==> src/design/aci_pkg.sv <==
package aci_pkg;

    // Addressing modes as shown on address_mode
    localparam logic [1:0] MODE_CHS   = 2'd0;
    localparam logic [1:0] MODE_LBA28 = 2'd1;
    localparam logic [1:0] MODE_LBA48 = 2'd2;

    // Configuration register indexes
    localparam logic [1:0] REG_PRI_CMD = 2'd0;
    localparam logic [1:0] REG_PRI_CTL = 2'd1;
    localparam logic [1:0] REG_SEC_CMD = 2'd2;
    localparam logic [1:0] REG_SEC_CTL = 2'd3;

    // Reset values of the I/O bases
    localparam logic [15:0] PRI_CMD_RESET = 16'h01F0;
    localparam logic [15:0] PRI_CTL_RESET = 16'h03F6;
    localparam logic [15:0] SEC_CMD_RESET = 16'h0170;
    localparam logic [15:0] SEC_CTL_RESET = 16'h0376;

    // Offsets inside the command and control blocks
    localparam logic [15:0] OFS_CTL    = 16'd2;
    localparam logic [15:0] OFS_COUNT  = 16'd2;
    localparam logic [15:0] OFS_LBA0   = 16'd3;
    localparam logic [15:0] OFS_LBA1   = 16'd4;
    localparam logic [15:0] OFS_LBA2   = 16'd5;
    localparam logic [15:0] OFS_DEVSEL = 16'd6;
    localparam logic [15:0] OFS_CMD    = 16'd7;

    // Register data bytes
    localparam logic [7:0] CTL_NIEN     = 8'h02;
    localparam logic [7:0] CTL_HOB      = 8'h82;
    localparam logic [7:0] DEV_CHS      = 8'hA0;
    localparam logic [7:0] DEV_LBA      = 8'hE0;
    localparam logic [7:0] CMD_READ     = 8'h20;
    localparam logic [7:0] CMD_READ_EXT = 8'h24;
    localparam logic [7:0] CMD_WRITE    = 8'h30;
    localparam logic [7:0] CMD_WRITE_EXT = 8'h34;

    // CHS geometry: quotient by 63 through a reciprocal, 2^34 / 63 rounded down
    localparam int          SECTORS_PER_TRACK = 63;
    localparam int          RECIP_SHIFT       = 34;
    localparam logic [28:0] RECIP_63          = 29'd272696336;
    localparam int          PROD_W            = 57;
    localparam int          QUOT_W            = 23;

    // I/O bases as held in the configuration registers
    typedef struct packed {
        logic [15:0] pri_cmd;
        logic [15:0] pri_ctl;
        logic [15:0] sec_cmd;
        logic [15:0] sec_ctl;
    } base_cfg_t;

    // One classified request, ready for the write sequencer
    typedef struct packed {
        logic [1:0]  mode;
        logic [15:0] ctl_port;
        logic [15:0] cmd_base;
        logic [7:0]  devsel;
        logic [7:0]  count;
        logic [7:0]  b0;
        logic [7:0]  b1;
        logic [7:0]  b2;
        logic [7:0]  b3;
        logic [7:0]  cmd;
    } desc_t;

    // Write sequencer steps, one per port write
    typedef enum logic [18:0] {
        ST_CTL      = 19'h00001,
        ST_DEVSEL   = 19'h00002,
        ST_H0_SET   = 19'h00004,
        ST_H0_REG   = 19'h00008,
        ST_H0_CLR   = 19'h00010,
        ST_H1_SET   = 19'h00020,
        ST_H1_REG   = 19'h00040,
        ST_H1_CLR   = 19'h00080,
        ST_H2_SET   = 19'h00100,
        ST_H2_REG   = 19'h00200,
        ST_H2_CLR   = 19'h00400,
        ST_H3_SET   = 19'h00800,
        ST_H3_REG   = 19'h01000,
        ST_H3_CLR   = 19'h02000,
        ST_COUNT    = 19'h04000,
        ST_LBA0     = 19'h08000,
        ST_LBA1     = 19'h10000,
        ST_LBA2     = 19'h20000,
        ST_CMD      = 19'h40000
    } step_t;

endpackage

==> src/design/aci_front.sv <==
module aci_front
    import aci_pkg::*;
(
    input  logic        clk,
    input  logic        rst_n,
    input  logic        in_valid,
    output logic        in_stall,
    input  logic        func,
    input  logic        channel_select,
    input  logic        slave_select,
    input  logic        lba_capable,
    input  logic [31:0] block_address,
    input  logic [7:0]  sector_count,
    input  base_cfg_t   base_cfg,
    output logic        push,
    output desc_t       push_desc,
    input  logic        q_full
);

    logic                  s1_valid_reg;
    logic                  s1_func_reg;
    logic                  s1_chan_reg;
    logic                  s1_slave_reg;
    logic                  s1_lbacap_reg;
    logic [31:0]           s1_lba_reg;
    logic [7:0]            s1_count_reg;
    logic [PROD_W-1:0]     s1_prod_reg;
    logic [PROD_W-1:0]     prod_next;
    logic                  s1_load;

    logic [QUOT_W-1:0]     q0;
    logic [28:0]           q0_x63;
    logic [28:0]           rem_wide;
    logic [6:0]            rem_raw;
    logic [QUOT_W-1:0]     quot;
    logic [5:0]            rem;
    logic [15:0]           cyl;
    logic [3:0]            head;
    logic                  is48;
    logic [15:0]           cmd_base;
    logic [15:0]           ctl_base;

    // Hand over to the queue; take a new request when stage one frees
    assign push     = s1_valid_reg && !q_full;
    assign s1_load  = !s1_valid_reg || push;
    assign in_stall = s1_valid_reg && q_full;

    // Reciprocal product for the division by sectors per track
    assign prod_next = {29'b0, block_address[27:0]} * {28'b0, RECIP_63};

    always_ff @(posedge clk or negedge rst_n)
    begin
        if (!rst_n)
        begin
            s1_valid_reg <= 1'b0;
        end
        else if (s1_load)
        begin
            s1_valid_reg <= in_valid;
        end
    end

    // Hold the request and its product in stage one
    always_ff @(posedge clk)
    begin
        if (s1_load && in_valid)
        begin
            s1_func_reg   <= func;
            s1_chan_reg   <= channel_select;
            s1_slave_reg  <= slave_select;
            s1_lbacap_reg <= lba_capable;
            s1_lba_reg    <= block_address;
            s1_count_reg  <= sector_count;
            s1_prod_reg   <= prod_next;
        end
    end

    // Correct the estimated quotient by at most one
    always_comb
    begin
        q0       = s1_prod_reg[RECIP_SHIFT +: QUOT_W];
        q0_x63   = {q0, 6'b0} - {6'b0, q0};
        rem_wide = {1'b0, s1_lba_reg[27:0]} - q0_x63;
        rem_raw  = rem_wide[6:0];
        if (rem_raw >= 7'(SECTORS_PER_TRACK))
        begin
            quot = q0 + QUOT_W'(1);
            rem  = 6'(rem_raw - 7'(SECTORS_PER_TRACK));
        end
        else
        begin
            quot = q0;
            rem  = rem_raw[5:0];
        end
        cyl  = quot[19:4];
        head = quot[3:0];
    end

    // Classify and build the descriptor
    always_comb
    begin
        is48     = |s1_lba_reg[31:28];
        cmd_base = s1_chan_reg ? base_cfg.sec_cmd : base_cfg.pri_cmd;
        ctl_base = s1_chan_reg ? base_cfg.sec_ctl : base_cfg.pri_ctl;

        push_desc          = '0;
        push_desc.ctl_port = ctl_base + OFS_CTL;
        push_desc.cmd_base = cmd_base;
        push_desc.count    = s1_count_reg;

        if (is48)
        begin
            push_desc.mode   = MODE_LBA48;
            push_desc.b0     = s1_lba_reg[7:0];
            push_desc.b1     = s1_lba_reg[15:8];
            push_desc.b2     = s1_lba_reg[23:16];
            push_desc.b3     = s1_lba_reg[31:24];
            push_desc.devsel = DEV_LBA | {3'b0, s1_slave_reg, 4'b0};
        end
        else if (s1_lbacap_reg)
        begin
            push_desc.mode   = MODE_LBA28;
            push_desc.b0     = s1_lba_reg[7:0];
            push_desc.b1     = s1_lba_reg[15:8];
            push_desc.b2     = s1_lba_reg[23:16];
            push_desc.b3     = 8'h00;
            push_desc.devsel = DEV_LBA | {3'b0, s1_slave_reg, s1_lba_reg[27:24]};
        end
        else
        begin
            push_desc.mode   = MODE_CHS;
            push_desc.b0     = {2'b0, rem} + 8'd1;
            push_desc.b1     = cyl[7:0];
            push_desc.b2     = cyl[15:8];
            push_desc.b3     = 8'h00;
            push_desc.devsel = DEV_CHS | {3'b0, s1_slave_reg, head};
        end

        if (s1_func_reg)
        begin
            push_desc.cmd = is48 ? CMD_WRITE_EXT : CMD_WRITE;
        end
        else
        begin
            push_desc.cmd = is48 ? CMD_READ_EXT : CMD_READ;
        end
    end

endmodule

==> src/design/aci_queue.sv <==
module aci_queue
    import aci_pkg::*;
(
    input  logic  clk,
    input  logic  rst_n,
    input  logic  push,
    input  desc_t push_desc,
    output logic  full,
    input  logic  pop,
    output logic  head_valid,
    output desc_t head_desc
);

    desc_t      entry_reg [2];
    logic       wr_ptr_reg;
    logic       rd_ptr_reg;
    logic [1:0] fill_reg;
    logic [1:0] fill_next;

    assign full       = fill_reg == 2'd2;
    assign head_valid = fill_reg != 2'd0;
    assign head_desc  = entry_reg[rd_ptr_reg];

    always_comb
    begin
        fill_next = fill_reg;
        if (push && !pop)
        begin
            fill_next = fill_reg + 2'd1;
        end
        else if (pop && !push)
        begin
            fill_next = fill_reg - 2'd1;
        end
    end

    // Advance the pointers and the fill level
    always_ff @(posedge clk or negedge rst_n)
    begin
        if (!rst_n)
        begin
            wr_ptr_reg <= 1'b0;
            rd_ptr_reg <= 1'b0;
            fill_reg   <= 2'd0;
        end
        else
        begin
            fill_reg <= fill_next;
            if (push)
            begin
                wr_ptr_reg <= !wr_ptr_reg;
            end
            if (pop)
            begin
                rd_ptr_reg <= !rd_ptr_reg;
            end
        end
    end

    // Store the incoming descriptor
    always_ff @(posedge clk)
    begin
        if (push)
        begin
            entry_reg[wr_ptr_reg] <= push_desc;
        end
    end

endmodule

==> src/design/aci_back.sv <==
module aci_back
    import aci_pkg::*;
(
    input  logic        clk,
    input  logic        rst_n,
    input  logic        head_valid,
    input  desc_t       head_desc,
    output logic        pop,
    output logic        out_valid,
    input  logic        out_stall,
    output logic [15:0] port_address,
    output logic [7:0]  port_data,
    output logic [1:0]  address_mode,
    output logic        last_write
);

    step_t       step_reg;
    step_t       step_next;
    logic        emit;
    logic        out_valid_reg;
    logic [15:0] addr_reg;
    logic [7:0]  data_reg;
    logic [1:0]  mode_reg;
    logic        last_reg;
    logic [15:0] cur_addr;
    logic [7:0]  cur_data;
    logic        cur_last;

    assign emit = head_valid && (!out_valid_reg || !out_stall);
    assign pop  = emit && (step_reg == ST_CMD);

    // Port write for the current step
    always_comb
    begin
        cur_addr  = head_desc.ctl_port;
        cur_data  = CTL_NIEN;
        cur_last  = 1'b0;
        step_next = ST_CTL;
        case (step_reg)
            ST_CTL:
            begin
                step_next = ST_DEVSEL;
            end
            ST_DEVSEL:
            begin
                cur_addr  = head_desc.cmd_base + OFS_DEVSEL;
                cur_data  = head_desc.devsel;
                step_next = (head_desc.mode == MODE_LBA48) ? ST_H0_SET : ST_COUNT;
            end
            ST_H0_SET:
            begin
                cur_data  = CTL_HOB;
                step_next = ST_H0_REG;
            end
            ST_H0_REG:
            begin
                cur_addr  = head_desc.cmd_base + OFS_COUNT;
                cur_data  = 8'h00;
                step_next = ST_H0_CLR;
            end
            ST_H0_CLR:
            begin
                step_next = ST_H1_SET;
            end
            ST_H1_SET:
            begin
                cur_data  = CTL_HOB;
                step_next = ST_H1_REG;
            end
            ST_H1_REG:
            begin
                cur_addr  = head_desc.cmd_base + OFS_LBA0;
                cur_data  = head_desc.b3;
                step_next = ST_H1_CLR;
            end
            ST_H1_CLR:
            begin
                step_next = ST_H2_SET;
            end
            ST_H2_SET:
            begin
                cur_data  = CTL_HOB;
                step_next = ST_H2_REG;
            end
            ST_H2_REG:
            begin
                cur_addr  = head_desc.cmd_base + OFS_LBA1;
                cur_data  = 8'h00;
                step_next = ST_H2_CLR;
            end
            ST_H2_CLR:
            begin
                step_next = ST_H3_SET;
            end
            ST_H3_SET:
            begin
                cur_data  = CTL_HOB;
                step_next = ST_H3_REG;
            end
            ST_H3_REG:
            begin
                cur_addr  = head_desc.cmd_base + OFS_LBA2;
                cur_data  = 8'h00;
                step_next = ST_H3_CLR;
            end
            ST_H3_CLR:
            begin
                step_next = ST_COUNT;
            end
            ST_COUNT:
            begin
                cur_addr  = head_desc.cmd_base + OFS_COUNT;
                cur_data  = head_desc.count;
                step_next = ST_LBA0;
            end
            ST_LBA0:
            begin
                cur_addr  = head_desc.cmd_base + OFS_LBA0;
                cur_data  = head_desc.b0;
                step_next = ST_LBA1;
            end
            ST_LBA1:
            begin
                cur_addr  = head_desc.cmd_base + OFS_LBA1;
                cur_data  = head_desc.b1;
                step_next = ST_LBA2;
            end
            ST_LBA2:
            begin
                cur_addr  = head_desc.cmd_base + OFS_LBA2;
                cur_data  = head_desc.b2;
                step_next = ST_CMD;
            end
            ST_CMD:
            begin
                cur_addr  = head_desc.cmd_base + OFS_CMD;
                cur_data  = head_desc.cmd;
                cur_last  = 1'b1;
                step_next = ST_CTL;
            end
            default:
            begin
                step_next = ST_CTL;
            end
        endcase
    end

    // Advance the sequencer and the output valid
    always_ff @(posedge clk or negedge rst_n)
    begin
        if (!rst_n)
        begin
            step_reg      <= ST_CTL;
            out_valid_reg <= 1'b0;
        end
        else
        begin
            if (emit)
            begin
                step_reg <= step_next;
            end
            if (emit)
            begin
                out_valid_reg <= 1'b1;
            end
            else if (!out_stall)
            begin
                out_valid_reg <= 1'b0;
            end
        end
    end

    // Load the output register
    always_ff @(posedge clk)
    begin
        if (emit)
        begin
            addr_reg <= cur_addr;
            data_reg <= cur_data;
            mode_reg <= head_desc.mode;
            last_reg <= cur_last;
        end
    end

    assign out_valid    = out_valid_reg;
    assign port_address = addr_reg;
    assign port_data    = data_reg;
    assign address_mode = mode_reg;
    assign last_write   = last_reg;

endmodule

==> src/design/ata_pio_command_issue_unit.sv <==
// Channel   Direction  Handshake                  Payload
// in        sink       in_valid / in_stall        func, channel_select, slave_select,
//                                                 lba_capable, block_address, sector_count
// out       source     out_valid / out_stall      port_address, port_data,
//                                                 address_mode, last_write
// cfg       sink       cfg_valid / cfg_ready      cfg_index, cfg_data
//
// A request makes 7 port writes on the result channel for CHS and LBA28 and 19 for
// LBA48: the write sequencer emits one port write per cycle while out_stall is low
// and sets the rate. The first result is registered in the classify stage, then in
// the queue, then in the output register. Reset clears the pipeline and queue and
// loads the default I/O bases. A stall on the result side holds the output
// register; up to three further requests are taken before in_stall rises.
module ata_pio_command_issue_unit
    import aci_pkg::*;
(
    input  logic        clk,
    input  logic        rst_n,
    input  logic        in_valid,
    output logic        in_stall,
    input  logic        func,
    input  logic        channel_select,
    input  logic        slave_select,
    input  logic        lba_capable,
    input  logic [31:0] block_address,
    input  logic [7:0]  sector_count,
    output logic        out_valid,
    input  logic        out_stall,
    output logic [15:0] port_address,
    output logic [7:0]  port_data,
    output logic [1:0]  address_mode,
    output logic        last_write,
    input  logic        cfg_valid,
    output logic        cfg_ready,
    input  logic [1:0]  cfg_index,
    input  logic [15:0] cfg_data
);

    base_cfg_t base_cfg_reg;
    logic      push;
    desc_t     push_desc;
    logic      q_full;
    logic      pop;
    logic      head_valid;
    desc_t     head_desc;

    assign cfg_ready = 1'b1;

    // Write the I/O base registers
    always_ff @(posedge clk or negedge rst_n)
    begin
        if (!rst_n)
        begin
            base_cfg_reg.pri_cmd <= PRI_CMD_RESET;
            base_cfg_reg.pri_ctl <= PRI_CTL_RESET;
            base_cfg_reg.sec_cmd <= SEC_CMD_RESET;
            base_cfg_reg.sec_ctl <= SEC_CTL_RESET;
        end
        else if (cfg_valid && cfg_ready)
        begin
            case (cfg_index)
                REG_PRI_CMD: base_cfg_reg.pri_cmd <= cfg_data;
                REG_PRI_CTL: base_cfg_reg.pri_ctl <= cfg_data;
                REG_SEC_CMD: base_cfg_reg.sec_cmd <= cfg_data;
                REG_SEC_CTL: base_cfg_reg.sec_ctl <= cfg_data;
                default:     base_cfg_reg         <= base_cfg_reg;
            endcase
        end
    end

    aci_front u_front (
        .clk            (clk),
        .rst_n          (rst_n),
        .in_valid       (in_valid),
        .in_stall       (in_stall),
        .func           (func),
        .channel_select (channel_select),
        .slave_select   (slave_select),
        .lba_capable    (lba_capable),
        .block_address  (block_address),
        .sector_count   (sector_count),
        .base_cfg       (base_cfg_reg),
        .push           (push),
        .push_desc      (push_desc),
        .q_full         (q_full)
    );

    aci_queue u_queue (
        .clk        (clk),
        .rst_n      (rst_n),
        .push       (push),
        .push_desc  (push_desc),
        .full       (q_full),
        .pop        (pop),
        .head_valid (head_valid),
        .head_desc  (head_desc)
    );

    aci_back u_back (
        .clk          (clk),
        .rst_n        (rst_n),
        .head_valid   (head_valid),
        .head_desc    (head_desc),
        .pop          (pop),
        .out_valid    (out_valid),
        .out_stall    (out_stall),
        .port_address (port_address),
        .port_data    (port_data),
        .address_mode (address_mode),
        .last_write   (last_write)
    );

endmodule

==> config.mk <==
export PLATFORM = sky130hd
export DESIGN_NAME = ata_pio_command_issue_unit
export DESIGN_NICKNAME = d
export VERILOG_FILES = /design/src/design/aci_pkg.sv /design/src/design/aci_front.sv /design/src/design/aci_queue.sv /design/src/design/aci_back.sv /design/src/design/ata_pio_command_issue_unit.sv
export SDC_FILE = /design/constraint.sdc
export NUM_CORES = 1
export LEC_CHECK = 0
export BUFFER_PORTS_ARGS = -buffer_cell sky130_fd_sc_hd__buf_2
export CORE_ASPECT_RATIO = 1.75
export CORE_UTILIZATION = 46
export DETAILED_ROUTE_END_ITERATION = 16
export GPL_TIMING_DRIVEN = 0
export SKIP_CTS_REPAIR_TIMING = 1
export SYNTH_ARGS = -nofsm -noshare
export SYNTH_HDL_FRONTEND = slang
export SYNTH_HIERARCHICAL = 1
export SYNTH_SLANG_ARGS = --single-unit
==> constraint.sdc <==
create_clock -name clk -period 6 [get_ports clk]
set_input_delay 0.3 -clock clk [delete_from_list [all_inputs] [get_ports clk]]
set_output_delay 0.3 -clock clk [all_outputs]
set_load 0.1 [all_outputs]
# After elaboration in Yosys (flattened, before gate mapping)
# Memory sizes are Yosys's and may differ from the RTL's.
# Index checks and enable logic that the tools add are counted.
# Widths: inputs -> output; s select.
[word_totals]
reg_bits = 210
latchBits = 0
ramBits = 180
mem_bits_ro = 0
output_inout_bits = 30
word_cells = 118
mem_count = 1
[mem_list]
columns = ["memory", "depth", "word_bits", "rd", "rd_clocked_by_memory_dff", "wr", "line_no", "rtl"]
rows = [
  ["u_queue.entry_reg", 2, 90, 1, 0, 1, "aci_queue.sv:14", "desc_t entry_reg [2];"],
]
[op_classes]
n_addsub = 14
multipliers = 1
div_mod_pow = 0
n_lt_le_gt_ge = 1
n_eq_ne = 25
shift = 0
mux = 24
n_bitwise = 0
n_reduce_logical = 31
[ops]
columns = ["cell", "n"]
rows = [
  ["$pmux 19 s18", 1],
  ["$pmux 16 s6", 1],
  ["$pmux 8 s9", 1],
  ["$add 16x3->16 const B", 4],
  ["$mux 32", 2],
  ["$mul 28x25->50 const B", 1],
  ["$add 16x2->16 const B", 3],
  ["$mux 16", 2],
  ["$add 20x1->20 const B", 1],
  ["$mux 20", 1],
  ["$eq 19x1->1 const B", 1],
  ["$eq 19x10->1 const B", 1],
  ["$eq 19x11->1 const B", 1],
  ["$eq 19x12->1 const B", 1],
  ["$eq 19x13->1 const B", 1],
  ["$eq 19x14->1 const B", 1],
  ["$eq 19x15->1 const B", 1],
  ["$eq 19x16->1 const B", 1],
  ["$eq 19x17->1 const B", 1],
  ["$eq 19x18->1 const B", 1],
  ["$eq 19x19->1 const B", 1],
  ["$eq 19x2->1 const B", 1],
  ["$eq 19x3->1 const B", 1],
  ["$eq 19x4->1 const B", 1],
  ["other kinds (30)", 65],
]

# Longest topological paths before layout
[logic_depth]
ltp_word = 7
ltp_mapped = 19
depth_no_buf = 19

# By module
# The synthesis kept the hierarchy.
[by_module_without_submodules]
columns = ["mod", "instances", "cells_per_inst", "area_per_inst_um2", "seq_area_each_um2"]
rows = [
  ["aci_front", 1, 806, 7951.4, 1946.9],
  ["aci_queue", 1, 296, 6742.7, 5505.3],
  ["aci_back", 1, 380, 3387.0, 1312.5],
  ["ata_pio_command_issue_unit", 1, 138, 2452.4, 1631.6],
]

# Worst setup path before layout
# No wires, ideal clock.
[synth_timing]
path_kind = "reg-to-reg"
start = "reg u_queue.fill_reg[1]"
end = "mem u_queue/entry_reg[0][0] (netlist bit) (enable)"
arrival_ns = 4.745
slack_ns = 0.705
stages_incl_launch_ff = 4
n_path_buf = 0
synth_period_minus_slack_ns = 5.295
cell_sequence = "dfrtp_1 > nor2b_1 > nor2b_1 > nor2b_1"
[synth_between]
elab_chain_len = 5
[synth_lines]
columns = ["item", "line_no", "rtl"]
rows = [
  ["from (decl)", "aci_queue.sv:17", "logic [1:0] fill_reg;"],
  ["from (signal assigned)", "aci_queue.sv:48", "fill_reg <= fill_next;"],
  ["$eq 2x2->1", "aci_queue.sv:20", "assign full = fill_reg == 2'd2;"],
  ["net q_full", "ata_pio_command_issue_unit.sv:42", "logic q_full;"],
  ["$logic_not 1->1", "aci_front.sv:44", "assign push = s1_valid_reg && !q_full;"],
  ["$logic_and 1x1->1", "aci_front.sv:44", ""],
  ["net push", "ata_pio_command_issue_unit.sv:40", "logic push;"],
  ["$mux 1", "aci_queue.sv:63", "if (push)"],
  ["$mux 1 (implied by the code)", "aci_queue.sv:65", "entry_reg[wr_ptr_reg] <= push_desc;"],
  ["to (decl)", "aci_queue.sv:14", ""],
]
# The timed path passes the listed nets, and every way through them passes these cells.

# Final worst setup path
[layout_timing]
start = "in block_address[1]"
end = "reg u_front.s1_prod_reg[51], data pin"
[layout_between]
elab_chain_len = 1
[layout_lines]
columns = ["item", "line_no", "rtl"]
rows = [
  ["from (decl)", "ata_pio_command_issue_unit.sv:25", "input logic [31:0] block_address,"],
  ["$mul 28x25->50", "aci_front.sv:49", "assign prod_next = {29'b0, block_address[27:0]} * {28'b0, RECIP_63};"],
  ["net u_front.prod_next[51]", "aci_front.sv:28", "logic [PROD_W-1:0] prod_next;"],
  ["to (signal assigned)", "aci_front.sv:74", "s1_prod_reg <= prod_next;"],
  ["to (decl)", "aci_front.sv:27", "logic [PROD_W-1:0] s1_prod_reg;"],
]
# The timed path passes the listed nets, and every way through them passes these cells.
# A chain may end at the register's enable or synchronous reset.

==> results_dict.tcl <==
set metrics [dict create \
    status "completed" \
    worst_pin_slew_ns 1.146 \
    drtAntennaViolNets 0 \
    grt_setup_unrepaired "false" \
    antenna_found_initial 0 \
    pre_cts_slack_ns 0.4175 \
    drt_iter0_markers 668 \
    drt-wirelength-per-cell_um 21.55 \
    skew_ns 0.01473 \
    maxCapViolCount 0 \
    cp_slowest_cell "fa_1" \
    yosysWarningCount 6 \
    dr_wl_met2_um 30470 \
    setup_slack_ns 0.4180 \
    vdd_drop_max_mv 0.5046 \
    synth_area_leaders "edfxtp_1 40%, ha_1 10%, mux2_2 9.5%" \
    stdcell_area_um2 23370 \
    cts_buffer_depth 3 \
    grt_max_degree 68 \
    io_buffers 95 \
    wirelength_um 51380 \
    crit_type "input port to flip-flop" \
    yosys.cell_count.top_type "edfxtp_1" \
    synthTopCellsByCount "271 x edfxtp_1, 173 x mux2_2, 165 x ha_1" \
    rr_startpoint "u_back/step_reg[13]" \
    top_layer "met4" \
    nNetsFinal 2050 \
    grt_pass1_vias 13890 \
    grt_first_pass_wirelength_um 78760 \
    grt.overflow.total 0 \
    first_pass_iters 7 \
    synth.distinct_cells 90 \
    antenna_cells 0 \
    period_share 0.9303 \
    yosysTopAreaCellShare 0.3963 \
    regArea_um2 10400 \
    rr_endpoint "u_back/port_address[7]" \
    start_util 0.4650 \
    hold_class "input port to flip-flop" \
    multi_input_area_um2 9288 \
    cts_tree "yes" \
    critPathMaxFanout 4 \
    grt_usage 0.2320 \
    root_buffer "clkbuf_16" \
    async_flop_share 0.2472 \
    setup_viol 0 \
    startpoint "block_address[1]" \
    worstSetupEndpointType "flip-flop" \
    critPathLaunchType "input port" \
    drt-met1-wl_um 17000 \
    wl_met3_um 1292 \
    reg2reg_depth 11 \
    drive_above_1_share 0.2423 \
    hpwl_um 40200 \
    setup_tns_ns 0 \
    p_leak_nw 9.509 \
    die_h_um 281.5 \
    crit_top_cell "inv_1" \
    synthFlopType "edfxtp_1" \
    avgViaCountPerCell 5.589 \
    gp_congestion 0.9310 \
    synthCells 1620 \
    layout_min_cycle_time_ns 5.582 \
    relSlewSlack 0.2293 \
    dieArea_um2 45520 \
    core_um2 44160 \
    yosysSeqAreaShare 0.5063 \
    num_vias 13320 \
    max_stage_delay_ns 0.56 \
    path_clk_slew_ns 0.06 \
    holdWs_ns 0.008648 \
    final_hold_viol_count 0 \
    synth_edf_count 271 \
    cts_buffers 34 \
    avgSynthCellArea_um2 12.67 \
    worst-endpoint-arrival_ns 5.86 \
    largest_reg_flops 180 \
    die_x_um 161.7 \
    crit_end "u_front/s1_prod_reg[51]" \
    row_count 102 \
    cp.required_ns 6.28 \
    cts.sink_count 360 \
    area_growth_pct 13.84 \
    io_pins 97 \
    reg2reg_slack_ns 1.56 \
    synth_seq_cells 360 \
    fmaxAchievable_ghz 0.1791 \
    power_density_nw_per_um2 494.5 \
    clock_latency_ns 0.54 \
    cts-htree-levels 2 \
    drcViolationCount 0 \
    synth.cell_area_um2 20530 \
    cp_cell_sequence "dlygate4sd3_1, buf_2, ha_1, inv_1, fa_1, inv_1, fa_1, inv_1, fa_1, inv_1, ha_1, ha_1, and3_1, nand4_1, a21oi_1, a31oi_1, o22ai_1, o41a_2, a21boi_1, o21ai_1, a311o_1" \
    fillers 3894 \
    synth_top_area_cell "edfxtp_1" \
    post_dp_cell_area_um2 21900 \
    slew_violations 0 \
]
[final cells by class]
type | count | area share
buffer | 73 | 0.02104
clock buffer | 37 | 0.03779
clock inverter | 24 | 0.01493
inverter | 106 | 0.01702
multi-input combinational | 1087 | 0.3973
sequential | 360 | 0.4448
tap | 572 | 0.03062
timing repair buffer | 125 | 0.03651
[worst min path at each step]
| stage | startpoint | end | slack, ns | depth (start not counted) |
|---|---|---|---|---|
| final | out_stall | u_back/out_valid | 0.009 | 3 |
| after global routing | block_address[8] | u_front/s1_lba_reg[8] | -0.001 | 1 |
| after floorplan | rst_n | base_cfg_reg[0] | 0.004 | 0 |
| after global placement | u_front/s1_count_reg[6] | u_queue/entry_reg[0][46] | 0.43 | 0 |
| after detailed placement | rst_n | base_cfg_reg[26] | 0.23 | 1 |
| after CTS | rst_n | base_cfg_reg[57] | -0.36 | 1 |
[per-stage QoR]
step	power, W	std cells	utilization
finish	0.01156	2384	0.5294
global route	0.01223	2384	0.5294
CTS	0.01164	2360	0.5239
detailed placement	0.009215	2299	0.4960
global placement	0.009149	2293	0.4925
floorplan	0.007809	1626	-
[placed cells by master (no fill, tap or decap), types with 10 or more instances in the layout]
master and n:
nor2_1 54, o21ai_1 11, xor2_1 26, nand3_1 32, buf_4 17, mux2_2 173
fa_1 31, a21oi_1 52, nor3_1 18, nand4_1 16, inv_1 104, a22oi_1 24
clkbuf_1 30, o21ai_0 58, dfrtp_1 64, and3_1 10, dfstp_2 25, ha_1 165
dlygate4sd3_1 24, edfxtp_1 271, nor2b_1 18, xnor2_1 54, nor4_1 10, a21o_1 22
clkbuf_8 10, or3_1 10, clkbuf_16 35, and2_1 10, nand2_1 105, mux2i_1 11
buf_2 103
[per-layer routing]
layer  GRT usage  vias up
met4      0.1197        0
met5           0        -
met2      0.4867      277
li1            -     6368
met1      0.2130     6569
met3     0.02177      110
[power by group]
group / internal (W) / switching, W / leakage, nW
sequential: 0.00366 / 0.000270 / 3.61
combinational: 0.00183 / 0.00342 / 5.29
clock: 0.00143 / 0.000956 / 0.606
[critical path: cells and delay by family]
| family | cells | cell delay [ns] |
|---|---|---|
| AND/OR/NAND/NOR | 2 | 0.34 |
| adder cells (fa/ha/maj) | 6 | 2.48 |
| AO/OA/AOI/OAI | 7 | 1.81 |
| buffers and inverters | 6 | 0.91 |
[cells by family after synthesis]
family,synth area share
AO/OA/AOI/OAI,0.08702
XOR/XNOR,0.03412
adder cells (fa/ha/maj),0.1308
buffers and inverters,0.04332
flip-flops,0.5063
multiplexers,0.1010
other,0.0005484
AND/OR/NAND/NOR,0.09695
No activity file was read; power rests on OpenSTA's default activity.
